### src/rtl/grid_cutoff_cell_range_assert.svh
// assertion helpers for the cutoff cell range block
// both forms sample on clk and are switched off while arst_n is low
`ifndef GRID_CUTOFF_CELL_RANGE_ASSERT_SVH
`define GRID_CUTOFF_CELL_RANGE_ASSERT_SVH
`ifndef SYNTHESIS
// condition that must hold on every edge
`define GCCR_CHECK(name, expr) \
	name: assert property (@(posedge clk) disable iff (!arst_n) (expr)) \
		else $error("grid_cutoff_cell_range: check failed");
// condition that must hold on the edge after a trigger
`define GCCR_CHECK_NEXT(name, ante, cons) \
	name: assert property (@(posedge clk) disable iff (!arst_n) (ante) |=> (cons)) \
		else $error("grid_cutoff_cell_range: check failed");
`else
`define GCCR_CHECK(name, expr)
`define GCCR_CHECK_NEXT(name, ante, cons)
`endif
`endif

### src/rtl/gccr_fifo.sv
`timescale 1ns / 1ps

module gccr_fifo #(
	parameter int WIDTH = 1,
	parameter int DEPTH = 2,
	localparam int AW = (DEPTH > 1) ? $clog2(DEPTH) : 1,
	localparam int CW = $clog2(DEPTH + 1)
) (
	input  logic             clk,
	input  logic             arst_n,
	input  logic             push,
	input  logic [WIDTH-1:0] wdata,
	input  logic             pop,
	output logic [WIDTH-1:0] rdata,
	output logic [CW-1:0]    count,
	output logic             full,
	output logic             empty
);

	logic [WIDTH-1:0] mem_q [DEPTH];
	logic [AW-1:0]    wr_ptr_q;
	logic [AW-1:0]    rd_ptr_q;
	logic [CW-1:0]    count_q;
	logic             do_push;
	logic             do_pop;

	assign full    = (count_q == CW'(DEPTH));
	assign empty   = (count_q == '0);
	assign count   = count_q;
	assign do_push = push && !full;
	assign do_pop  = pop && !empty;
	assign rdata   = mem_q[rd_ptr_q];

	// storage
	always_ff @(posedge clk) begin
		if (do_push) begin
			mem_q[wr_ptr_q] <= wdata;
		end
	end

	// pointers and fill level
	always_ff @(posedge clk or negedge arst_n) begin
		if (!arst_n) begin
			wr_ptr_q <= '0;
			rd_ptr_q <= '0;
			count_q  <= '0;
		end else begin
			if (do_push) begin
				wr_ptr_q <= (wr_ptr_q == AW'(DEPTH - 1)) ? '0 : wr_ptr_q + 1'b1;
			end
			if (do_pop) begin
				rd_ptr_q <= (rd_ptr_q == AW'(DEPTH - 1)) ? '0 : rd_ptr_q + 1'b1;
			end
			case ({do_push, do_pop})
				2'b10: begin
					count_q <= count_q + 1'b1;
				end
				2'b01: begin
					count_q <= count_q - 1'b1;
				end
				default: begin
					count_q <= count_q;
				end
			endcase
		end
	end

endmodule

### config.mk
export PLATFORM = sky130hd
export DESIGN_NAME = gccr_fifo
export DESIGN_NICKNAME = d
export VERILOG_FILES = /design/src/rtl/grid_cutoff_cell_range_assert.svh /design/src/rtl/gccr_fifo.sv
export SDC_FILE = /design/constraint.sdc
export NUM_CORES = 1
export LEC_CHECK = 0
export ABC_AREA = 1
export BUFFER_PORTS_ARGS = -buffer_cell sky130_fd_sc_hd__buf_4
export CAP_MARGIN = 25
export CORE_AREA = 2 2 39 41
export DETAILED_ROUTE_END_ITERATION = 6
export DIE_AREA = 0 0 41 43
export MAX_ROUTING_LAYER = met4
export PLACE_DENSITY = 0.52
export SYNTH_ARGS = -nofsm -noshare
export SYNTH_HDL_FRONTEND = slang
export SYNTH_SLANG_ARGS = --single-unit
### constraint.sdc
create_clock -name clk -period 1.7 [get_ports clk]
set_input_delay 0.085 -clock clk [delete_from_list [all_inputs] [get_ports clk]]
set_output_delay 0.085 -clock clk [all_outputs]
set_load 0.005 [all_outputs]
# Word level (Yosys, flattened, before mapping)
# Memories as Yosys holds them, arrays and structs flattened.
# Cells that the tools add are included.
[classes] muxes=5 n_addsub=4 eq_ne=3 n_reduce_logical=6
[ops] operator="$eq 2x2->1 const B" count=2
[ops] operator="$mux 1" count=4
[ops] operator="$pmux 2 s2" count=1
[ops] operator="$add 1x1->1 const B" count=2
[ops] operator="$add 2x1->2 const B" count=1
[ops] operator="$eq 2x1->1 const B" count=1
[ops] operator="$logic_and 1x1->1" count=2
[ops] operator="$logic_not 1->1" count=2
[ops] operator="$logic_not 2->1" count=1
[ops] operator="$reduce_bool 2->1" count=1
[ops] operator="$sub 2x1->2 const B" count=1
[word_totals] mem_count=1 wordCells=22 reg_bits=4 output_inout_bits=5 in_bits=5 ram_bits=2
[mem_list] name="mem_q" words=2 word_bits=1 rd=1 rd_clocked_by_memory_dff=0 write_ports=1 line="gccr_fifo.sv:20" text="logic [WIDTH-1:0] mem_q [DEPTH];"

# Depth between registers and ports, before layout
[logic_depth] depth_word=5 mapped_depth=10 ltp_nobuf=10

# Worst setup path after synthesis
# Ideal clock, no wire load.
[synth_timing] path_kind="flip-flop to flip-flop" from="register count_q[1], in the netlist count[1]" to="register count_q[1], in the netlist count[1]" n_path_buf=0 path_stages_with_launch=10 arrival_ps=1200 required_time_ps=1583 setup_ps=117 synth_period_minus_slack_ps=1317 path_slack_ps=383 path_cell_list="dfrtp_1 inv_1 nand2_2 nand2_2 inv_1 ha_1 inv_1 nand3_1 nand2_1 nand2_1"
[synth_between] elab_chain_cells=5 elab_cells_between_ends=12 classes_between="add/sub: 2; eq/ne: 3; mux: 1; reduce/logical: 6"
[synth_lines] item="from (decl)" line="gccr_fifo.sv:23" text="logic [CW-1:0] count_q;"
[synth_lines] item="from (signal assigned)" line="gccr_fifo.sv:56" text="count_q <= count_q + 1'b1;"
[synth_lines] item="from (signal assigned)" line="gccr_fifo.sv:59" text="count_q <= count_q - 1'b1;"
[synth_lines] item="from (signal assigned)" line="gccr_fifo.sv:62" text="count_q <= count_q;"
[synth_lines] item="$logic_not 2->1 (*)" line="gccr_fifo.sv:28" text="assign empty = (count_q == '0);"
[synth_lines] item="$logic_not 1->1 (*)" line="gccr_fifo.sv:31" text="assign do_pop = pop && !empty;"
[synth_lines] item="$logic_and 1x1->1 (*)" line="gccr_fifo.sv:31"
[synth_lines] item="named net do_pop" line="gccr_fifo.sv:25" text="logic do_pop;"
[synth_lines] item="$eq 2x1->1 or $eq 2x2->1 (tied branches)" line="gccr_fifo.sv:54" text="case ({do_push, do_pop})"
[synth_lines] item="$pmux 2 s2 or $reduce_bool 2->1 (tied branches)"
# The timed path passes the listed nets; every way through them passes the cells marked *.
# A chain may end at the register's enable or synchronous reset.

# Final worst setup path
# Ends and elaborated chain as after synthesis.

==> flow_metrics.tcl <==
set metrics [dict create \
    status "finished clean" \
    gp_congestion 0.662 \
    antenna_cells 0 \
    wirelength_met1_um 235 \
    maxCapViolations 0 \
    grt_pass1_wl_um 917 \
    clock_skew_ns 0.0115 \
    avgSynthCellArea_um2 8.23 \
    routed.top_layer "met4" \
    holdWs_ns 0.0204 \
    synth_xor_area_share_pct 2.80 \
    post-route-period-util_pct 83.9 \
    worstMarginPinSlew_ns 0.249 \
    arrival_ns 1.55 \
    fmax_mhz 701 \
    final_cell_mix "11 x nand2_1, 9 x inv_1, 9 x buf_4" \
    peakVddDrop_uv 490 \
    final_common_cell "nand2_1" \
    yosys_warnings 0 \
    leakagePower_uw 0.000243 \
    area_growth_syn_to_layout_pct 39.6 \
    synth_top_family_by_area "simple AND/OR/NAND/NOR gates" \
    numClockSinks 6 \
    cellPowerDensity_mw_per_mm2 1750 \
    synth_cell_types 13 \
    detail_route.wl_per_cell_um 8.50 \
    dpl.cell_count 63 \
    rsz0062_at_grt "false" \
    clk_latency_ns 0.25 \
    routed_via_density 4.00 \
    final.setup.tns_ns 0 \
    final_cells 68 \
    grt_start_max_net_pins 7 \
    gr-total-overflow 0 \
    hold_viol_final 0 \
    pin_count 10 \
    cts_tree "yes" \
    num_vias 272 \
    postCtsHoldBufs 1 \
    synth_top_area_cell "dfrtp_1" \
    path_clk_slew_ns 0.05 \
    drc 0 \
    grt_antenna_before_repair 0 \
    synth_top_area_share_pct 32.0 \
    ctsResizeCount 0 \
    crit_type "register to register" \
    layout.nets 59 \
    cts_buffer_depth 2 \
    grtUsageTotal_pct 8.70 \
    routed-wl-met3_um 62 \
    drtAntennaViolNets 0 \
    ys_ff_latch 6 \
    port_buffers 9 \
    layout-drive-gt1-share_pct 32.7 \
    slew_headroom_pct 83.4 \
    die_h_um 43 \
    die-area_mm2 0.00176 \
    grt_pass1_vias 258 \
    synthMuxAreaShare_pct 0 \
    die_width_um 41 \
    slew_viol_final 0 \
    cp_slowest_cell "dfrtp_1" \
    fin_area_um2 437 \
    drt-total-wl_um 578 \
    cpMostUsedCell "inv_1" \
    crit_path_max_incr_delay_ns 0.39 \
    worstPathMaxFanout 4 \
    cts-buffers-inserted 3 \
    setup_viol_count_final 0 \
    critPathCaptureType "register" \
    post-route-min-period_ns 1.43 \
    syn_nets 44 \
    core_mm2 0.00138 \
    placedInstanceArea_um2 400 \
    wl_met2_um 274 \
    synthSimpleGateAreaFrac_pct 27.2 \
    hpwl_um 490 \
    syn_inst 38 \
    rows 14 \
    crit_required_ns 1.82 \
    first_iter_violations 3 \
    synth_area_um2 313 \
    synth_compound_area_share_pct 2.80 \
    htree_levels 1 \
    seq_area_frac_synth_pct 51.2 \
    cp_cell_sequence "inv_1, nand2_2, nand2_2, inv_1, ha_1, inv_1, nand3_1, nand2_1, nand2_1" \
    drt_first_pass_iters 2 \
    synth_adder_area_share_pct 4.00 \
    worst_setup_path_start_kind "register" \
    yosys-top-cells-area "dfrtp_1 32%, edfxtp_1 19%, nand2_1 13%" \
    start_util_pct 22.6 \
    finish.utilization_pct 31.6 \
    hold_class "input port to register" \
    post_cts_buffers 0 \
    cts_root_buf "clkbuf_4" \
]
routing by layer:
metal	global-route usage (%)	vias to the layer above
met1	7.89	119
met4	4.00	0
li1	-	142
met5	-	-
met2	11.9	9
met3	8.38	2
where the power goes:
| part | leakage (uW) | switching [uW] | internal [uW] |
|---|---|---|---|
| logic | 0.000161 | 183 | 173 |
| clock network | 0.0000150 | 53.0 | 89.0 |
| registers | 0.0000665 | 52.7 | 214 |
cell families after synthesis:
logic type	Yosys count
xor+xnor	1
compound gates	1
buf+inv	10
flops	6
fa+ha+maj	1
simple gates	19
critical path: cells and delay by family, from the launching register on:
family,cells,cell delay [ns]
adders and majority gates,1,0.29
buffers and inverters,3,0.28
DFF,1,0.39
and+or+nand+nor,5,0.35
through the flow:
step	worst slack (ns)	total power, uW
floorplan	0.383	485
global placement	0.300	625
detailed placement	0.277	631
CTS	0.269	784
global route	0.145	849
finish	0.273	765
synthesized netlist by cell type (all sizes together):
master,instances
nor2,2
xnor2,1
o21ai,1
inv,10
dfrtp,4
nand2,13
nand3,3
nand4,1
edfxtp,2
ha,1
worst paths after layout:
path / slack, ns / cells past startpoint / end / from
worst max-delay path: 0.27 / 9 / count[1] / count[1]
worst min-delay path: 0.02 / 1 / mem_q[1] / wdata
worst max register to register: 0.27 / 9 / count[1] / count[1]
worst min register to register: 0.49 / 2 / wr_ptr_q / wr_ptr_q
max in group asynchronous: 1.42 / 2 / wr_ptr_q / arst_n
min in group asynchronous: 0.17 / 2 / rd_ptr_q / arst_n
state kept, by name (all words and copies together) (netlist names):
register	flops
wr_ptr_q	1
mem_q	2
count	2
rd_ptr_q	1
area by class of cell:
class	count	area, um2
inverter	10	37.5
clock buffer	4	26.3
fill	159	947
multi-input combinational	22	115
timing repair buffer	10	77.6
tap	16	20.0
sequential	6	160
(Power assumes the default switching activity.)
