$ cat config.mk
export PLATFORM = sky130hd
export DESIGN_NAME = gccr_front
export DESIGN_NICKNAME = d
export VERILOG_FILES = /design/src/rtl/grid_cutoff_cell_range_assert.svh /design/src/rtl/gccr_pkg.sv /design/src/rtl/gccr_front.sv
export SDC_FILE = /design/constraint.sdc
export NUM_CORES = 2
export LEC_CHECK = 0
export BUFFER_PORTS_ARGS = -buffer_cell sky130_fd_sc_hd__buf_2
export CAP_MARGIN = 40
export CORE_MARGIN = 2
export CORE_UTILIZATION = 30
export DETAILED_ROUTE_END_ITERATION = 10
export GPL_TIMING_DRIVEN = 0
export PLACE_DENSITY = 0.52
export SETUP_SLACK_MARGIN = 0.02
export SYNTH_ARGS = -nofsm -noshare
export SYNTH_HDL_FRONTEND = slang
export SYNTH_SLANG_ARGS = --single-unit
export TNS_END_PERCENT = 50
$ cat constraint.sdc
create_clock -name clk -period 9.85 [get_ports clk]
set_input_delay 0.4925 -clock clk [delete_from_list [all_inputs] [get_ports clk]]
set_output_delay 0.4925 -clock clk [all_outputs]
set_load 0.02 [all_outputs]
$ cat src/rtl/grid_cutoff_cell_range_assert.svh
// assertion helpers for the cutoff cell range block
// both forms sample on clk and are switched off while arst_n is low
`ifndef GRID_CUTOFF_CELL_RANGE_ASSERT_SVH
`define GRID_CUTOFF_CELL_RANGE_ASSERT_SVH
`ifndef SYNTHESIS
// condition that must hold on every edge
`define GCCR_CHECK(name, expr) \
	name: assert property (@(posedge clk) disable iff (!arst_n) (expr)) \
		else $error("grid_cutoff_cell_range: check failed");
// condition that must hold on the edge after a trigger
`define GCCR_CHECK_NEXT(name, ante, cons) \
	name: assert property (@(posedge clk) disable iff (!arst_n) (ante) |=> (cons)) \
		else $error("grid_cutoff_cell_range: check failed");
`else
`define GCCR_CHECK(name, expr)
`define GCCR_CHECK_NEXT(name, ante, cons)
`endif
`endif

$ cat src/rtl/gccr_pkg.sv
`timescale 1ns / 1ps

package gccr_pkg;

	// field widths
	localparam int COORD_W   = 24;
	localparam int FRAC_BITS = 8;
	localparam int RADIUS_W  = 14;
	localparam int CPU_W     = 7;
	localparam int SIZE_W    = 11;
	localparam int CELL_W    = 11;
	localparam int AXIS_W    = 2;
	localparam int MAX_CELLS = 1024;

	// derived arithmetic widths
	localparam int DIFF_W     = COORD_W + 1;
	localparam int REST_W     = 2 * RADIUS_W;
	localparam int SQRT_STEPS = RADIUS_W;
	localparam int REL_W      = COORD_W + 2;
	localparam int PROD_W     = REL_W + CPU_W + 1;
	localparam int TRUNC_W    = PROD_W - FRAC_BITS;

	// configuration port
	localparam int ADDR_W = 5;
	localparam int DATA_W = 32;

	// queue depths
	localparam int MID_DEPTH_DEF = 8;
	localparam int OUT_DEPTH_DEF = 32;

	// axis codes
	localparam logic [AXIS_W-1:0] AXIS_X = 2'd0;
	localparam logic [AXIS_W-1:0] AXIS_Y = 2'd1;
	localparam logic [AXIS_W-1:0] AXIS_Z = 2'd2;

	// register indexes
	localparam logic [2:0] REG_CORNER_X = 3'd0;
	localparam logic [2:0] REG_CORNER_Y = 3'd1;
	localparam logic [2:0] REG_CORNER_Z = 3'd2;
	localparam logic [2:0] REG_CPU      = 3'd3;
	localparam logic [2:0] REG_SIZE_X   = 3'd4;
	localparam logic [2:0] REG_SIZE_Y   = 3'd5;
	localparam logic [2:0] REG_SIZE_Z   = 3'd6;

	// register reset values
	localparam logic [CPU_W-1:0]  CPU_RESET  = 7'd4;
	localparam logic [SIZE_W-1:0] SIZE_RESET = 11'd1024;

	// index markers for an empty chord
	localparam logic signed [CELL_W-1:0] FIRST_NONE = -11'sd1;
	localparam logic signed [CELL_W-1:0] LAST_NONE  = -11'sd2;

	typedef struct packed {
		logic signed [COORD_W-1:0] corner_x;
		logic signed [COORD_W-1:0] corner_y;
		logic signed [COORD_W-1:0] corner_z;
		logic [CPU_W-1:0]          cells_per_unit;
		logic [SIZE_W-1:0]         size_x;
		logic [SIZE_W-1:0]         size_y;
		logic [SIZE_W-1:0]         size_z;
	} cfg_t;

	// classified item between front and back
	typedef struct packed {
		logic                      empty;
		logic [REST_W-1:0]         rest;
		logic signed [COORD_W-1:0] q;
		logic [AXIS_W-1:0]         axis;
	} mid_t;

	typedef struct packed {
		logic                     empty;
		logic signed [CELL_W-1:0] first;
		logic signed [CELL_W-1:0] last;
	} out_t;

endpackage

$ cat src/rtl/gccr_front.sv
`timescale 1ns / 1ps

module gccr_front #(
	parameter int MID_DEPTH = gccr_pkg::MID_DEPTH_DEF,
	localparam int MCW = $clog2(MID_DEPTH + 1)
) (
	input  logic                                clk,
	input  logic                                arst_n,
	input  logic                                push,
	output logic                                full,
	input  logic [gccr_pkg::AXIS_W-1:0]         axis_sel,
	input  logic signed [gccr_pkg::COORD_W-1:0] ref_x,
	input  logic signed [gccr_pkg::COORD_W-1:0] ref_y,
	input  logic signed [gccr_pkg::COORD_W-1:0] ref_z,
	input  logic signed [gccr_pkg::COORD_W-1:0] query_x,
	input  logic signed [gccr_pkg::COORD_W-1:0] query_y,
	input  logic signed [gccr_pkg::COORD_W-1:0] query_z,
	input  logic [gccr_pkg::RADIUS_W-1:0]       radius,
	input  logic [MCW-1:0]                      mid_count,
	output logic                                mid_push,
	output gccr_pkg::mid_t                      mid_data
);

	localparam int DW = gccr_pkg::DIFF_W;
	localparam int RW = gccr_pkg::RADIUS_W;
	localparam int SW = gccr_pkg::REST_W;

	logic                                accept;
	logic signed [gccr_pkg::COORD_W-1:0] ref_a, ref_b, qry_a, qry_b, q_sel;
	logic [gccr_pkg::AXIS_W-1:0]         axis_eff;

	logic                                v_s1;
	logic signed [DW-1:0]                diff_a_s1, diff_b_s1;
	logic [RW-1:0]                       radius_s1;
	logic signed [gccr_pkg::COORD_W-1:0] q_s1;
	logic [gccr_pkg::AXIS_W-1:0]         axis_s1;

	logic [DW-1:0]                       abs_a, abs_b;
	logic                                over_a, over_b;

	logic                                v_s2;
	logic                                over_s2;
	logic [SW-1:0]                       sq_a_s2, sq_b_s2, sq_r_s2;
	logic signed [gccr_pkg::COORD_W-1:0] q_s2;
	logic [gccr_pkg::AXIS_W-1:0]         axis_s2;

	logic [SW+1:0]                       rest;
	logic [MCW:0]                        fill;

	// room is counted over the queue and the two stages in front of it
	assign fill   = (MCW + 1)'(mid_count) + (MCW + 1)'(v_s1) + (MCW + 1)'(v_s2);
	assign full   = (fill >= (MCW + 1)'(MID_DEPTH));
	assign accept = push && !full;

	// pick the chosen axis and the two off-axis coordinates
	always_comb begin
		case (axis_sel)
			gccr_pkg::AXIS_X: begin
				ref_a = ref_y; qry_a = query_y;
				ref_b = ref_z; qry_b = query_z;
				q_sel = query_x; axis_eff = gccr_pkg::AXIS_X;
			end
			gccr_pkg::AXIS_Y: begin
				ref_a = ref_x; qry_a = query_x;
				ref_b = ref_z; qry_b = query_z;
				q_sel = query_y; axis_eff = gccr_pkg::AXIS_Y;
			end
			default: begin
				ref_a = ref_x; qry_a = query_x;
				ref_b = ref_y; qry_b = query_y;
				q_sel = query_z; axis_eff = gccr_pkg::AXIS_Z;
			end
		endcase
	end

	// stage 1: off-axis offsets
	always_ff @(posedge clk or negedge arst_n) begin
		if (!arst_n) begin
			v_s1 <= 1'b0;
		end else begin
			v_s1 <= accept;
		end
	end

	always_ff @(posedge clk) begin
		diff_a_s1 <= DW'(ref_a) - DW'(qry_a);
		diff_b_s1 <= DW'(ref_b) - DW'(qry_b);
		radius_s1 <= radius;
		q_s1      <= q_sel;
		axis_s1   <= axis_eff;
	end

	// magnitudes, and an offset beyond the radius empties the chord
	always_comb begin
		abs_a  = diff_a_s1[DW-1] ? -diff_a_s1 : diff_a_s1;
		abs_b  = diff_b_s1[DW-1] ? -diff_b_s1 : diff_b_s1;
		over_a = abs_a > DW'(radius_s1);
		over_b = abs_b > DW'(radius_s1);
	end

	// stage 2: squares
	always_ff @(posedge clk or negedge arst_n) begin
		if (!arst_n) begin
			v_s2 <= 1'b0;
		end else begin
			v_s2 <= v_s1;
		end
	end

	always_ff @(posedge clk) begin
		over_s2 <= over_a || over_b;
		sq_a_s2 <= abs_a[RW-1:0] * abs_a[RW-1:0];
		sq_b_s2 <= abs_b[RW-1:0] * abs_b[RW-1:0];
		sq_r_s2 <= radius_s1 * radius_s1;
		q_s2    <= q_s1;
		axis_s2 <= axis_s1;
	end

	// remainder and classification into the queue
	assign rest = (SW + 2)'(sq_r_s2) - (SW + 2)'(sq_a_s2) - (SW + 2)'(sq_b_s2);

	assign mid_push       = v_s2;
	assign mid_data.empty = over_s2 || rest[SW+1];
	assign mid_data.rest  = rest[SW-1:0];
	assign mid_data.q     = q_s2;
	assign mid_data.axis  = axis_s2;

endmodule

# Yosys cells after proc, flatten, opt, wreduce, memory -nomap -nowiden
# Cells that the tools add are included.
[word_totals]
word_cells = 42
input_bits = 167
regBits = 203
[classes]
magnitude_cmp = 3
n_mul = 3
n_eq_ne = 1
n_addsub = 8
reduce_logical = 6
n_mux = 8
[ops]
columns = ["operator", "n"]
rows = [
  ["24-bit 2-to-1 mux", 4],
  ["14-bit by 14-bit multiplier with 28-bit output", 3],
  ["25-bit by 14-bit > comparator with 1-bit output", 2],
  ["25-bit 2-to-1 mux", 2],
  ["25-bit negator", 2],
  ["24-bit by 24-bit subtractor with 25-bit output", 2],
  ["24-bit case mux with 2 select lines", 1],
  ["29-bit by 29-bit subtractor with 30-bit output", 1],
  ["28-bit by 28-bit subtractor with 29-bit output", 1],
  ["4-bit by 1-bit adder with 5-bit output", 1],
  ["5-bit by 1-bit adder with 5-bit output", 1],
  ["5-bit by 4-bit greater-or-equal comparator with 1-bit output, second input constant", 1],
  ["2-bit case mux with 2 select lines", 1],
  ["2-bit by 1-bit equality test with 1-bit output, second input constant", 1],
  ["2-bit logical NOT", 1],
  ["1-bit logical OR", 2],
  ["2-bit OR reduction", 1],
  ["1-bit logical AND", 1],
  ["1-bit logical NOT", 1],
]

# Logic depth before layout (Yosys ltp)
[logic_depth]
ltp_word = 5
mapped_depth = 31
depth_no_buf = 29

# Least setup slack after synthesis
# OpenSTA, ideal clock, no wires.
[synth_path]
path_type = "register -> register"
from = "reg diff_a_s1[4]"
to = "reg sq_a_s2[24]"
required_ps = 9778
path_slack_ps = 2221
setup_time_ps = 72
path_stages_with_launch = 26
arrival_time_ps = 7557
cell_sequence = "dfxtp_1 -> or4_4 -> or3_4 -> nor4_1 -> nor2b_1 -> xnor2_1 -> clkinv_1 -> nand2_1 -> fa_1 -> fa_1 -> inv_1 -> fa_1 -> fa_1 -> fa_1 -> fa_1 -> ha_1 -> clkbuf_1 -> a21o_1 -> a21oi_1 -> o21ai_0 -> a211oi_1 -> o21a_1 -> o21ai_0 -> a31o_2 -> a21oi_1 -> xnor2_1"
[synth_via]
elab_chain_len = 3
[synth_rtl]
columns = ["element", "line", "rtl"]
rows = [
  ["start, declared", "gccr_front.sv:33", "logic signed [DW-1:0] diff_a_s1, diff_b_s1;"],
  ["start signal, assigned", "gccr_front.sv:86", "diff_a_s1 <= DW'(ref_a) - DW'(qry_a);"],
  ["25-bit negator", "gccr_front.sv:95", "abs_a = diff_a_s1[DW-1] ? -diff_a_s1 : diff_a_s1;"],
  ["25-bit 2-to-1 mux *", "gccr_front.sv:95", ""],
  ["14-bit by 14-bit multiplier with 28-bit output *", "gccr_front.sv:112", "sq_a_s2 <= abs_a[RW-1:0] * abs_a[RW-1:0];"],
  ["end signal, assigned", "gccr_front.sv:112", ""],
  ["end, declared", "gccr_front.sv:43", "logic [SW-1:0] sq_a_s2, sq_b_s2, sq_r_s2;"],
]
# Every way passes the cells marked *; elsewhere a longest branch is shown, timed or not.

# Worst setup path in the final report
[layout_path]
from = "reg diff_a_s1[0]"
to = "reg sq_a_s2[27]"
# The elaborated chain is that of the path after synthesis.

==> flow_summary.toml <==
[floorplan]
num_rows = 112
start_util_pct = 30.36
dieArea_sq_um = 97220
die_w_um = 311.8
die_height_um = 311.8
io_pins = 224
core_sq_um = 93610

[clock_network]
htreeDepth = 4
cts_tree = "built"
clk_latency_ns = 0.50
clk_pin_slew_worst_paths_ns = 0.09
ctsRootBufferMaster = "clkbuf_16"
cts_buffers = 17
cts_max_path_buffers = 2
cts.sinks = 200
post_cts_buffers = 0

[detailed_routing]
avgViaCountPerCell = 4.726
wl_per_cell_um = 16.53
routed_wl_um = 78250
first_pass_iters = 5
drt-initial-drc-count = 1292
drc = 0
postRouteAntennaNets = 0
num_vias = 22377

[timing]
tightest_slew_ns = 0.9258
post-route-period-util_pct = 92.22
clock-skew-final_ns = 0.01650
rsz0062_at_grt = "false"
hold_violations = 0
period_minus_slack_ns = 9.083
finalMaxSlewViolations = 0
fin_setup_tns_ns = 0
fmax_mhz = 110.1
slew_headroom_pct = 38.07
finalSetupViolCount = 0

[placement]
dp.cells = 4701
place.gp.congestion = 0.8543
portBuffers = 221
dp_hpwl_um = 67370

[hold_path]
holdPathEnd = "radius_s1[12]$_DFF_P_"
whs_path_depth = 1
hold_start = "radius[12]"
min_path_type = "input pin to flip-flop"

[critical_path]
required_ns = 10.23
r2r-start = "diff_a_s1[0]$_DFF_P_"
slowest_stage = "dfxtp_1"
cp_common_cell = "fa_1"
crit_path_start_kind = "flip-flop"
r2r_end = "sq_a_s2[27]$_DFF_P_"
critPathMaxFanout = 11
reg2reg_slack_ns = 0.77
critical_path_class = "flip-flop to flip-flop"
critPathTopFamily = "adder cells"
end_kind = "flip-flop"
r2r_cells = 27
max_stage_delay_ns = 0.55
critPathBufInv = 7
worstPathArrival_ns = 9.46

[yosys]
postSynthCellCount = 3207
synth.lib_cells_used.distinct = 69
syn_nets = 4122
seq_area_frac_synth_pct = 14.12
synth_area_leaders = "fa_1, ha_1, dfxtp_1"
ys_ff_latch = 200
yosys-top-cells-count = "inv_1, ha_1, fa_1"
synth_warnings = 0
async_flop_share_pct = 1.000
synth_top_area_share_pct = 24.93
synth.avg_cell_area_sq_um = 8.863
yosys.area.top_type = "fa_1"
syn_area_sq_um = 28420
yosysMostFrequentCell = "inv_1"
synth_ff_type = "dfxtp_1"
synth_edf_count = 0

[cells_and_area]
drive_gt1_share_pct = 10.37
stdcell_count = 4735
fin_nets = 4382
area_growth_pct = 12.33

[status]
status = "finished, final reports clean"

[flow_run]
cap_viol_max_count = 0

[global_route]
track_usage_pct = 16.39
antenna_found_initial = 1
first_global_vias = 23093
grt_max_degree = 23
overflow = 0
grt_pass1_wl_um = 125700
==> how the worst max path moves through the flow <==
stage | from | cells after the start | endpoint
finish | diff_a_s1[0]$_DFF_P_ | 27 | sq_a_s2[27]$_DFF_P_
global route | diff_a_s1[0]$_DFF_P_ | 26 | sq_a_s2[27]$_DFF_P_
CTS | diff_a_s1[0]$_DFF_P_ | 27 | sq_a_s2[27]$_DFF_P_
detailed placement | diff_a_s1[0]$_DFF_P_ | 27 | sq_a_s2[27]$_DFF_P_
global placement | diff_a_s1[0]$_DFF_P_ | 26 | sq_a_s2[27]$_DFF_P_
floorplan | diff_a_s1[4]$_DFF_P_ | 25 | sq_a_s2[24]$_DFF_P_
==> flip-flops by register name (all words and copies together) (netlist names), 2 cells and up <==
register and cells:
axis_s2 2, sq_a_s2 27, diff_b_s1 25, axis_s1 2
sq_r_s2 27, q_s1 24, diff_a_s1 25, sq_b_s2 27
radius_s1 14, q_s2 24
==> per-layer routing <==
metal	share of wire (%)	routed length, um	vias to the layer above	global-route usage, %
met4	1.5	1181	2	3.606
li1	-	-	11040	-
met5	0.017	13	-	0
met2	45	35580	459	26.57
met3	4.8	3778	66	2.888
met1	48	37700	10810	22.69
==> cells in the final DEF (no fill, tap or decap), types with 12 or more instances in the layout <==
master / Yosys / final
or3_1: 16 / 16
ha_1: 394 / 394
inv_1: 583 / 583
nand2_1: 243 / 243
mux2_2: 53 / 53
a211oi_1: 26 / 26
and2_1: 20 / 20
buf_2: 1 / 222
a31oi_1: 12 / 12
xor2_1: 63 / 62
o31ai_1: 19 / 19
and3_1: 18 / 18
o21bai_1: 21 / 21
o21a_1: 26 / 26
nor2b_1: 26 / 26
clkinv_1: 21 / 19
nor2_1: 239 / 239
o21ai_0: 114 / 114
xnor2_1: 136 / 135
a21oi_1: 155 / 155
fa_1: 354 / 354
nand4_1: 20 / 20
a21boi_0: 13 / 13
nand3_1: 39 / 39
a21o_1: 81 / 81
clkbuf_16: 0 / 17
nor3_1: 35 / 35
clkbuf_1: 45 / 45
dfxtp_1: 198 / 198
mux2i_1: 74 / 74
nand2b_1: 26 / 26
==> repair_timing <==
action	CTS	global route
endpoints found under the setup margin	0	1
gates resized for setup	0	3
hold buffers	1	0
hold endpoints to repair	2	0
==> area by class of cell <==
cell class,count,area [sq um]
well taps,1254,1569
clock buffers,17,425.4
flip-flops and latches,200,4014
fillers,9948,61680
diodes,1,2.502
plain buffers,54,234.0
inverters,609,2290
repair buffers,241,1289
multi-input cells,2344,21900
clock inverters,15,201.4
==> through the flow <==
stage,util [%],setup slack (ns),hold slack [ns],instance area (sq um)
detailed placement,33.41,0.4588,0.2818,31280
global route,34.11,0.1635,0.06248,31930
floorplan,-,2.221,0.1969,28420
global placement,33.22,0.3830,0.2799,31100
finish,34.11,0.7666,0.08456,31930
CTS,34.09,0.4095,0.04962,31920
==> logic make-up (layout without fill, tap and decap cells) <==
logic type	after synthesis	in the layout	synth area share (%)
other cells	0	1	0
fa+ha+maj	748	748	42.28
simple gates	724	724	11.60
xor+xnor	199	199	6.132
mux	128	128	4.754
compound gates	545	545	12.25
buf+inv	663	936	8.866
flops	200	200	14.12
Power is left out: the tool's default activity adds up to more than one toggle a clock period on the data nets, which glitch-free logic cannot reach.
