`config.mk`:
```
export PLATFORM = sky130hd
export DESIGN_NAME = gccr_back
export DESIGN_NICKNAME = d
export VERILOG_FILES = /design/src/rtl/grid_cutoff_cell_range_assert.svh /design/src/rtl/gccr_pkg.sv /design/src/rtl/gccr_back.sv
export SDC_FILE = /design/constraint.sdc
export NUM_CORES = 2
export LEC_CHECK = 0
export ABC_AREA = 1
export BUFFER_PORTS_ARGS = -buffer_cell sky130_fd_sc_hd__clkbuf_2
export CORE_AREA = 2 2 293 295
export DETAILED_ROUTE_END_ITERATION = 12
export DIE_AREA = 0 0 295 297
export GPL_TIMING_DRIVEN = 0
export PLACE_DENSITY = 0.79
export SYNTH_ARGS = -nofsm -noshare
export SYNTH_HDL_FRONTEND = slang
export SYNTH_SLANG_ARGS = --single-unit
```
`constraint.sdc`:
```
create_clock -name clk -period 5.1 [get_ports clk]
set_input_delay 0.255 -clock clk [delete_from_list [all_inputs] [get_ports clk]]
set_output_delay 0.255 -clock clk [all_outputs]
set_load 0.05 [all_outputs]
```
`src/rtl/grid_cutoff_cell_range_assert.svh`:
```
// assertion helpers for the cutoff cell range block
// both forms sample on clk and are switched off while arst_n is low
`ifndef GRID_CUTOFF_CELL_RANGE_ASSERT_SVH
`define GRID_CUTOFF_CELL_RANGE_ASSERT_SVH
`ifndef SYNTHESIS
// condition that must hold on every edge
`define GCCR_CHECK(name, expr) \
	name: assert property (@(posedge clk) disable iff (!arst_n) (expr)) \
		else $error("grid_cutoff_cell_range: check failed");
// condition that must hold on the edge after a trigger
`define GCCR_CHECK_NEXT(name, ante, cons) \
	name: assert property (@(posedge clk) disable iff (!arst_n) (ante) |=> (cons)) \
		else $error("grid_cutoff_cell_range: check failed");
`else
`define GCCR_CHECK(name, expr)
`define GCCR_CHECK_NEXT(name, ante, cons)
`endif
`endif

```
`src/rtl/gccr_pkg.sv`:
```
`timescale 1ns / 1ps

package gccr_pkg;

	// field widths
	localparam int COORD_W   = 24;
	localparam int FRAC_BITS = 8;
	localparam int RADIUS_W  = 14;
	localparam int CPU_W     = 7;
	localparam int SIZE_W    = 11;
	localparam int CELL_W    = 11;
	localparam int AXIS_W    = 2;
	localparam int MAX_CELLS = 1024;

	// derived arithmetic widths
	localparam int DIFF_W     = COORD_W + 1;
	localparam int REST_W     = 2 * RADIUS_W;
	localparam int SQRT_STEPS = RADIUS_W;
	localparam int REL_W      = COORD_W + 2;
	localparam int PROD_W     = REL_W + CPU_W + 1;
	localparam int TRUNC_W    = PROD_W - FRAC_BITS;

	// configuration port
	localparam int ADDR_W = 5;
	localparam int DATA_W = 32;

	// queue depths
	localparam int MID_DEPTH_DEF = 8;
	localparam int OUT_DEPTH_DEF = 32;

	// axis codes
	localparam logic [AXIS_W-1:0] AXIS_X = 2'd0;
	localparam logic [AXIS_W-1:0] AXIS_Y = 2'd1;
	localparam logic [AXIS_W-1:0] AXIS_Z = 2'd2;

	// register indexes
	localparam logic [2:0] REG_CORNER_X = 3'd0;
	localparam logic [2:0] REG_CORNER_Y = 3'd1;
	localparam logic [2:0] REG_CORNER_Z = 3'd2;
	localparam logic [2:0] REG_CPU      = 3'd3;
	localparam logic [2:0] REG_SIZE_X   = 3'd4;
	localparam logic [2:0] REG_SIZE_Y   = 3'd5;
	localparam logic [2:0] REG_SIZE_Z   = 3'd6;

	// register reset values
	localparam logic [CPU_W-1:0]  CPU_RESET  = 7'd4;
	localparam logic [SIZE_W-1:0] SIZE_RESET = 11'd1024;

	// index markers for an empty chord
	localparam logic signed [CELL_W-1:0] FIRST_NONE = -11'sd1;
	localparam logic signed [CELL_W-1:0] LAST_NONE  = -11'sd2;

	typedef struct packed {
		logic signed [COORD_W-1:0] corner_x;
		logic signed [COORD_W-1:0] corner_y;
		logic signed [COORD_W-1:0] corner_z;
		logic [CPU_W-1:0]          cells_per_unit;
		logic [SIZE_W-1:0]         size_x;
		logic [SIZE_W-1:0]         size_y;
		logic [SIZE_W-1:0]         size_z;
	} cfg_t;

	// classified item between front and back
	typedef struct packed {
		logic                      empty;
		logic [REST_W-1:0]         rest;
		logic signed [COORD_W-1:0] q;
		logic [AXIS_W-1:0]         axis;
	} mid_t;

	typedef struct packed {
		logic                     empty;
		logic signed [CELL_W-1:0] first;
		logic signed [CELL_W-1:0] last;
	} out_t;

endpackage

```
`src/rtl/gccr_back.sv`:
```
`timescale 1ns / 1ps

module gccr_back #(
	parameter int OUT_DEPTH = gccr_pkg::OUT_DEPTH_DEF,
	localparam int OCW = $clog2(OUT_DEPTH + 1)
) (
	input  logic           clk,
	input  logic           arst_n,
	input  gccr_pkg::cfg_t cfg,
	input  logic           mid_empty,
	input  gccr_pkg::mid_t mid_data,
	output logic           mid_pop,
	input  logic [OCW-1:0] out_count,
	output logic           out_push,
	output gccr_pkg::out_t out_data
);

	localparam int STEPS = gccr_pkg::SQRT_STEPS;
	localparam int SW    = gccr_pkg::REST_W;
	localparam int RW    = gccr_pkg::RADIUS_W;
	localparam int LW    = gccr_pkg::REL_W;
	localparam int PW    = gccr_pkg::PROD_W;
	localparam int FB    = gccr_pkg::FRAC_BITS;
	localparam int TW    = gccr_pkg::TRUNC_W;
	localparam int CW    = gccr_pkg::CELL_W;
	localparam logic signed [PW-1:0] ROUND_UP = PW'((1 << FB) - 1);

	logic [OCW-1:0] inflight_q;
	logic [OCW:0]   owed;

	// square root pipeline, one result bit per stage
	logic                                sq_v_s     [STEPS+1];
	logic [SW-1:0]                       sq_rem_s   [STEPS+1];
	logic [SW-1:0]                       sq_res_s   [STEPS+1];
	logic                                sq_empty_s [STEPS+1];
	logic signed [gccr_pkg::COORD_W-1:0] sq_q_s     [STEPS+1];
	logic [gccr_pkg::AXIS_W-1:0]         sq_axis_s  [STEPS+1];

	logic [RW-1:0]                       half;
	logic signed [gccr_pkg::COORD_W-1:0] corner_sel;
	logic [gccr_pkg::SIZE_W-1:0]         size_sel;

	logic                        v_s1, empty_s1;
	logic signed [LW-1:0]        rel_lo_s1, rel_hi_s1;
	logic [gccr_pkg::AXIS_W-1:0] axis_s1, axis_s2, axis_s3;
	logic                        v_s2, empty_s2;
	logic signed [PW-1:0]        prod_lo_s2, prod_hi_s2;
	logic                        v_s3, empty_s3;
	logic signed [TW-1:0]        t_lo_s3, t_hi_s3;

	logic signed [PW-1:0] adj_lo, adj_hi;
	logic signed [TW:0]   lo_x, hi_x, top_x, lo_c, hi_c;

	// credit: pull only when the output queue can take everything in flight
	assign owed    = (OCW + 1)'(inflight_q) + (OCW + 1)'(out_count);
	assign mid_pop = !mid_empty && (owed < (OCW + 1)'(OUT_DEPTH));

	always_ff @(posedge clk or negedge arst_n) begin
		if (!arst_n) begin
			inflight_q <= '0;
		end else begin
			case ({mid_pop, out_push})
				2'b10: begin
					inflight_q <= inflight_q + 1'b1;
				end
				2'b01: begin
					inflight_q <= inflight_q - 1'b1;
				end
				default: begin
					inflight_q <= inflight_q;
				end
			endcase
		end
	end

	// load from the queue
	always_ff @(posedge clk or negedge arst_n) begin
		if (!arst_n) begin
			sq_v_s[0] <= 1'b0;
		end else begin
			sq_v_s[0] <= mid_pop;
		end
	end

	always_ff @(posedge clk) begin
		sq_rem_s[0]   <= mid_data.rest;
		sq_res_s[0]   <= '0;
		sq_empty_s[0] <= mid_data.empty;
		sq_q_s[0]     <= mid_data.q;
		sq_axis_s[0]  <= mid_data.axis;
	end

	// digit-by-digit square root
	for (genvar k = 0; k < STEPS; k++) begin : g_sqrt
		localparam logic [SW-1:0] ONE = SW'(1);
		localparam logic [SW-1:0] BIT = ONE << (2 * (STEPS - 1 - k));
		logic [SW-1:0] trial;
		logic          ge;

		assign trial = sq_res_s[k] + BIT;
		assign ge    = sq_rem_s[k] >= trial;

		always_ff @(posedge clk or negedge arst_n) begin
			if (!arst_n) begin
				sq_v_s[k+1] <= 1'b0;
			end else begin
				sq_v_s[k+1] <= sq_v_s[k];
			end
		end

		always_ff @(posedge clk) begin
			sq_rem_s[k+1]   <= ge ? sq_rem_s[k] - trial : sq_rem_s[k];
			sq_res_s[k+1]   <= ge ? (sq_res_s[k] >> 1) + BIT : sq_res_s[k] >> 1;
			sq_empty_s[k+1] <= sq_empty_s[k];
			sq_q_s[k+1]     <= sq_q_s[k];
			sq_axis_s[k+1]  <= sq_axis_s[k];
		end
	end

	assign half = sq_res_s[STEPS][RW-1:0];

	// grid parameters of the chosen axis
	always_comb begin
		case (sq_axis_s[STEPS])
			gccr_pkg::AXIS_X: begin
				corner_sel = cfg.corner_x;
			end
			gccr_pkg::AXIS_Y: begin
				corner_sel = cfg.corner_y;
			end
			default: begin
				corner_sel = cfg.corner_z;
			end
		endcase
		case (axis_s3)
			gccr_pkg::AXIS_X: begin
				size_sel = cfg.size_x;
			end
			gccr_pkg::AXIS_Y: begin
				size_sel = cfg.size_y;
			end
			default: begin
				size_sel = cfg.size_z;
			end
		endcase
	end

	// valid bits of the index mapping stages
	always_ff @(posedge clk or negedge arst_n) begin
		if (!arst_n) begin
			v_s1 <= 1'b0;
			v_s2 <= 1'b0;
			v_s3 <= 1'b0;
		end else begin
			v_s1 <= sq_v_s[STEPS];
			v_s2 <= v_s1;
			v_s3 <= v_s2;
		end
	end

	// stage 1: chord ends relative to the grid corner
	always_ff @(posedge clk) begin
		rel_lo_s1 <= LW'(sq_q_s[STEPS]) - LW'(half) - LW'(corner_sel);
		rel_hi_s1 <= LW'(sq_q_s[STEPS]) + LW'(half) - LW'(corner_sel);
		empty_s1  <= sq_empty_s[STEPS];
		axis_s1   <= sq_axis_s[STEPS];
	end

	// stage 2: scale by cells per unit
	always_ff @(posedge clk) begin
		prod_lo_s2 <= PW'(rel_lo_s1) * PW'(signed'({1'b0, cfg.cells_per_unit}));
		prod_hi_s2 <= PW'(rel_hi_s1) * PW'(signed'({1'b0, cfg.cells_per_unit}));
		empty_s2   <= empty_s1;
		axis_s2    <= axis_s1;
	end

	// drop the fraction, truncating toward zero
	always_comb begin
		adj_lo = prod_lo_s2 + (prod_lo_s2[PW-1] ? ROUND_UP : '0);
		adj_hi = prod_hi_s2 + (prod_hi_s2[PW-1] ? ROUND_UP : '0);
	end

	// stage 3: truncated indices
	always_ff @(posedge clk) begin
		t_lo_s3  <= adj_lo[PW-1:FB];
		t_hi_s3  <= adj_hi[PW-1:FB];
		empty_s3 <= empty_s2;
		axis_s3  <= axis_s2;
	end

	// widen by one cell below and three above, clamp to the grid and the index range
	always_comb begin
		lo_x  = (TW + 1)'(t_lo_s3) - (TW + 1)'(1);
		hi_x  = (TW + 1)'(t_hi_s3) + (TW + 1)'(3);
		top_x = (TW + 1)'(signed'({1'b0, size_sel})) - (TW + 1)'(1);

		lo_c = lo_x;
		if (lo_x < 0) begin
			lo_c = '0;
		end else if (lo_x > (TW + 1)'(gccr_pkg::MAX_CELLS - 1)) begin
			lo_c = (TW + 1)'(gccr_pkg::MAX_CELLS - 1);
		end

		hi_c = (hi_x > top_x) ? top_x : hi_x;
		if (hi_c < -(TW + 1)'(2)) begin
			hi_c = -(TW + 1)'(2);
		end else if (hi_c > (TW + 1)'(gccr_pkg::MAX_CELLS - 1)) begin
			hi_c = (TW + 1)'(gccr_pkg::MAX_CELLS - 1);
		end
	end

	assign out_push       = v_s3;
	assign out_data.empty = empty_s3;
	assign out_data.first = empty_s3 ? gccr_pkg::FIRST_NONE : lo_c[CW-1:0];
	assign out_data.last  = empty_s3 ? gccr_pkg::LAST_NONE : hi_c[CW-1:0];

endmodule

```
Word level (Yosys, flattened, before mapping)
Memory sizes are Yosys's and may differ from the RTL's. A register that Yosys moved wholly into a read port is not among the register bits.
Cells that the tools add are included.
{"block": "word_totals", "reg_bits": 204, "latchBits": 0, "ram_bits": 1245, "rom_bits": 0, "output_inout_bits": 25, "wordCells": 160, "memories": 5}
{"name": "sq_rem_s", "depth": 15, "word_bits": 28, "rd": 14, "rd_ports_with_merged_regs": 0, "write_ports": 15, "line": "gccr_back.sv:33", "rtl": "logic [SW-1:0] sq_rem_s [STEPS+1];"}
{"name": "sq_res_s", "depth": 15, "word_bits": 28, "rd": 15, "rd_ports_with_merged_regs": 0, "write_ports": 15, "line": "gccr_back.sv:34", "rtl": "logic [SW-1:0] sq_res_s [STEPS+1];"}
{"name": "sq_q_s", "depth": 15, "word_bits": 24, "rd": 15, "rd_ports_with_merged_regs": 0, "write_ports": 15, "line": "gccr_back.sv:36", "rtl": "logic signed [gccr_pkg::COORD_W-1:0] sq_q_s [STEPS+1];"}
{"name": "sq_axis_s", "depth": 15, "word_bits": 2, "rd": 15, "rd_ports_with_merged_regs": 0, "write_ports": 15, "line": "gccr_back.sv:37", "rtl": "logic [gccr_pkg::AXIS_W-1:0] sq_axis_s [STEPS+1];"}
{"name": "sq_empty_s", "depth": 15, "word_bits": 1, "rd": 15, "rd_ports_with_merged_regs": 1, "write_ports": 15, "line": "gccr_back.sv:35", "rtl": "logic sq_empty_s [STEPS+1];"}
{"block": "op_classes", "add_sub_neg": 54, "mul": 2, "div": 0, "magnitude_cmp": 20, "n_eq_ne": 4, "shift": 0, "mux": 40, "bitwise_logic": 0, "n_reduce_logical": 5}
{"operator": "$mux W28", "count": 28}
{"operator": "$ge A28 B28 Y1", "count": 14}
{"operator": "$sub A28 B28 Y28", "count": 14}
{"operator": "$add A34 B34 Y34", "count": 2}
{"operator": "$mul A26 B8 Y34", "count": 2}
{"operator": "$mux W11", "count": 6}
{"operator": "$gt A27 B11 Y1 const B", "count": 2}
{"operator": "$sub A26 B26 Y26", "count": 2}
{"operator": "$pmux W24 S2", "count": 1}
{"operator": "$add A27 B1 Y28 const B", "count": 1}
{"operator": "$add A27 B11 Y28 const B", "count": 1}
{"operator": "$add A27 B13 Y28 const B", "count": 1}
{"operator": "$add A27 B15 Y28 const B", "count": 1}
{"operator": "$add A27 B17 Y28 const B", "count": 1}
{"operator": "$add A27 B19 Y28 const B", "count": 1}
{"operator": "$add A27 B21 Y28 const B", "count": 1}
{"operator": "$add A27 B23 Y28 const B", "count": 1}
{"operator": "$add A27 B25 Y28 const B", "count": 1}
{"operator": "$add A27 B27 Y28 const B", "count": 1}
{"operator": "$add A27 B3 Y28 const B", "count": 1}
{"operator": "$add A27 B5 Y28 const B", "count": 1}
{"operator": "$add A27 B7 Y28 const B", "count": 1}
{"operator": "$add A27 B9 Y28 const B", "count": 1}
{"operator": "$add A28 B1 Y28 const B", "count": 1}
{"operator": "other kinds (35)", "count": 39}

Logic depth before layout (Yosys ltp)
{"block": "logic_depth", "depth_word": 9, "ltp_mapped": 33}

Worst setup path before layout
No wires, ideal clock.
{"block": "synth_timing", "kind": "register -> register", "start": "register inflight_q[1]", "end": "register inflight_q[5]", "setup_time_ns": 0.123, "arrival_ns": 5.525, "required_time_ns": 4.977, "path_slack_ns": -0.548, "stages_incl_launch_ff": 18, "path_buffers": 0, "period_less_slack_ns": 5.648, "cell_sequence": "dfrtp_1 -> ha_1 -> a31o_2 -> a21o_1 -> a21oi_1 -> inv_1 -> a2111oi_0 -> inv_1 -> ha_1 -> ha_1 -> a21oi_1 -> inv_1 -> a31oi_1 -> nor2_1 -> o21a_1 -> o21ai_0 -> nand3_1 -> xnor2_1"}
{"block": "synth_via", "elab_chain_len": 5}
{"element": "start: declaration", "line": "gccr_back.sv:28", "rtl": "logic [OCW-1:0] inflight_q;"}
{"element": "start signal: assignment", "line": "gccr_back.sv:64", "rtl": "inflight_q <= inflight_q + 1'b1;"}
{"element": "start signal: assignment", "line": "gccr_back.sv:67", "rtl": "inflight_q <= inflight_q - 1'b1;"}
{"element": "start signal: assignment", "line": "gccr_back.sv:70", "rtl": "inflight_q <= inflight_q;"}
{"element": "$add A6 B6 Y7 (*)", "line": "gccr_back.sv:55", "rtl": "assign owed = (OCW + 1)'(inflight_q) + (OCW + 1)'(out_count);"}
{"element": "$lt A7 B6 Y1 (*)", "line": "gccr_back.sv:56", "rtl": "assign mid_pop = !mid_empty && (owed < (OCW + 1)'(OUT_DEPTH));"}
{"element": "$logic_and A1 B1 Y1 (*)", "line": "gccr_back.sv:56"}
{"element": "via mid_pop", "line": "gccr_back.sv:12", "rtl": "output logic mid_pop,"}
{"element": "$eq A2 B1 Y1 / $eq A2 B2 Y1 (equally long branches)", "line": "gccr_back.sv:62", "rtl": "case ({mid_pop, out_push})"}
{"element": "$pmux W6 S2 / $reduce_bool A2 Y1 (equally long branches)"}
Mark *: on every way through the listed nets, which the timed path passes. The rest lies on a longest branch.
A chain may end at the register's enable or synchronous reset.

==> summary.txt <==
Initial core utilization - 61.7%
Global-route usage over all layers - 28.0%
Post-synthesis sequential area ratio - 42.8%
Final hold viol count - 0
Max Slew Vio Count - 0
CTS root buffer - clkbuf_16
Total CTS buffers - 105
Syn. warnings - 0
DR WL/cell - 16.3 um
Post-synth ARST share - 2.17%
CP required - 4.85 ns
Antenna violations before repair - 4
FP Rows - 107
Max stage delay on crit path - 0.40 ns
Final Cycle Share - 104%
Ratio of cells with drive above 1 in the final layout - 10.0%
Most common flop cell mapped by yosys - dfxtp_1
CP Launch Type - flop
Crit path time final - 5.30 ns
Setup violations, final - 10
Slowest cell on the critical path - dfxtp_4
Syn Nets - 6,683
Mapped cell area - 0.0521 sq mm
Via count - 38,700
Final worst setup slack - -0.202 ns
Pre-Repair DR Iteration Count - 12
Slew @ Worst Pin - 0.991 ns
Clk slew on worst S/H paths - 0.07 ns
Core ar. - 0.0845 sq mm
DRC violations left - 1
First-pass GRT wire length - 196,000 um
Synth unique cells - 63
CTS Sinks - 1,107
Die X - 295 um
RSZ-0062 raised after global routing - yes
Vias in the first global route - 39,100
Worst path arrival time - 5.05 ns
Drt via density - 5.17
Initial drt markers - 2,484
GPL Wtd Cong - 0.973
Routed Wire Length - 122,000 um
Setup Skew - 0.0448 ns
Worst Setup End Kind - output port
Status - finished, violations left
Final non-filler cell area - 0.0601 sq mm
Layout Utilization - 71.1%
R2R depth - 19
H-Tree Depth - 3
I/O pin count - 201
TritonCTS clock tree - done
Dpl hpwl - 90,200 um
Critical path class - reg -> out
Area Growth Syn to Fin - 15.3%
Violated checks - DRC, setup timing
Die footprint - 0.0876 sq mm
GRT overflow - 0
Flops & latches, synth - 1,107
Slew headroom - 33.8%
Die H - 297 um
Crit path max fanout - 5
EDFF count, synth - 0
Maxcap violations - 0
Clock tree buffer depth - 3
Skew-Pair Late Insertion Delay - 0.72 ns
Synthesized area per cell - 8.92 sq um
DRT antenna net count - 0
Commonest non-fill, non-tap cell in the layout - inv_1
Post-synthesis cell count - 5,845
Final nets - 7,091
Fmax - 0.189 GHz
Most frequent cells in the layout - 1,129 x inv_1, 1,072 x dfxtp_1, 1,007 x nand2_1
Placed cell areas - 0.0545 sq mm
I/O Buffers - 193
Post-Route Setup TNS - -1.53 ns
Most common cell on crit path - nand2_2
HP Class - in -> async
Largest net degree at the start of global routing - 25
worst max-delay path, delay by kind of cell (launching register included):
kind	cells	cell delay, ns
AO/OA/AOI/OAI	1	0.29
adder cells (fa/ha/maj)	1	0.27
flip-flops	1	0.40
AND/OR/NAND/NOR	20	2.32
buffers and inverters	8	1.03
cell usage after synthesis, types with 4 or more instances:
master | count | area, sq um
inv_1 | 1136 | 4260
dfxtp_1 | 1083 | 21700
nand2_1 | 1032 | 3870
ha_1 | 385 | 4820
nor2_1 | 350 | 1310
fa_1 | 277 | 5550
a21oi_1 | 274 | 1370
xor2_1 | 244 | 2140
o21ai_0 | 186 | 931
nand3_1 | 139 | 696
xnor2_1 | 124 | 1090
clkbuf_1 | 67 | 251
nor3_1 | 65 | 325
nand4_1 | 63 | 394
nor4_1 | 58 | 363
o21bai_1 | 35 | 263
o22ai_1 | 25 | 156
dfrtp_1 | 24 | 601
o21ai_1 | 22 | 110
a31oi_1 | 21 | 131
a21o_1 | 17 | 128
o211ai_1 | 15 | 113
o21a_1 | 15 | 113
or2_2 | 15 | 93.8
o31ai_1 | 14 | 105
a21boi_0 | 13 | 97.6
nand2_2 | 13 | 81.3
nand3b_1 | 13 | 97.6
nor2_2 | 13 | 81.3
a211oi_1 | 10 | 75.1
a21boi_1 | 7 | 52.6
nand3_2 | 7 | 70.1
buf_1 | 6 | 22.5
buf_6 | 6 | 67.6
or4_1 | 6 | 45.0
nor3_2 | 5 | 50.1
o2111ai_1 | 5 | 43.8
o221ai_1 | 5 | 43.8
and2_1 | 4 | 25.0
nor3b_1 | 4 | 30.0
stage by stage:
stage,setup WS [ns],hold slack (ns),cells
global route,-0.414,0.123,7491
global placement,-1.36,0.256,7182
floorplan,0.256,-0.0406,5845
CTS,-0.112,0.0446,7476
finish,-0.202,0.0794,7491
detailed placement,-1.37,0.265,7182
flip-flops by register name, summed over array words and instances, names as in the netlist, 2 cells and up:
name	count
sq_empty_s	15
sq_axis_s	30
sq_res_s	105
prod_hi_s2	34
prod_lo_s2	34
inflight_q	6
axis_s3	2
axis_s1	2
sq_rem_s	392
rel_lo_s1	26
sq_v_s	15
sq_q_s	360
axis_s2	2
rel_hi_s1	26
t_lo_s3	26
t_hi_s3	26
layer usage:
metal,GRT usage [%],vias up,wire length [um],part of all wire (%)
met4,12.6,2,5140,4.2
li1,-,19100,-,-
met5,0,-,13,0.011
met1,32.3,18200,47300,39
met3,4.42,307,7120,5.8
met2,50.6,1165,62300,51
final cells by class:
class / count / area (sq um)
multi-input combinational: 3517 / 25800
fill: 6203 / 24400
sequential: 1107 / 22300
inverter: 1142 / 4290
clock buffer: 132 / 2900
timing repair buffer: 298 / 2050
tap: 1144 / 1430
clock inverter: 67 / 908
buffer: 82 / 377
antenna: 2 / 5.00
what timing repair did:
action | CTS | global route
resized for setup | 117 | 94
endpoints found under the setup margin | 33 | 35
pin swaps | 54 | 40
setup buffers | 30 | 13
hold endpoints to repair | 82 | 0
hold buffers | 60 | 0
gates cloned | 5 | 0
final timing paths:
kind | slack, ns | endpoint | from
worst max register to register | 0.26 | prod_hi_s2[33] | rel_hi_s1[1]
worst min register to register | 0.30 | sq_q_s[1][110] | sq_q_s[1][86]
worst min-delay path | 0.08 | v_s2 | arst_n
min in group clk | 0.16 | sq_rem_s[0][8] | mid_data[34]
max in group asynchronous | 4.64 | inflight_q[1] | arst_n
worst max-delay path | -0.20 | out_data[3] | axis_s3[1]
cell families (layout without fill, tap and decap cells):
| logic type | after synthesis | after routing | synth area share (%) |
|---|---|---|---|
| flip-flops | 1107 | 1107 | 42.8 |
| adder cells (fa/ha/maj) | 662 | 662 | 19.9 |
| XOR/XNOR | 369 | 369 | 6.22 |
| other | 0 | 2 | 0 |
| AO/OA/AOI/OAI | 678 | 679 | 7.41 |
| AND/OR/NAND/NOR | 1803 | 1805 | 14.8 |
| multiplexers | 2 | 2 | 0.0432 |
| buffers and inverters | 1224 | 1721 | 8.92 |
Power is left out: the tool's default activity adds up to more than one toggle a clock period on the data nets, which glitch-free logic cannot reach.
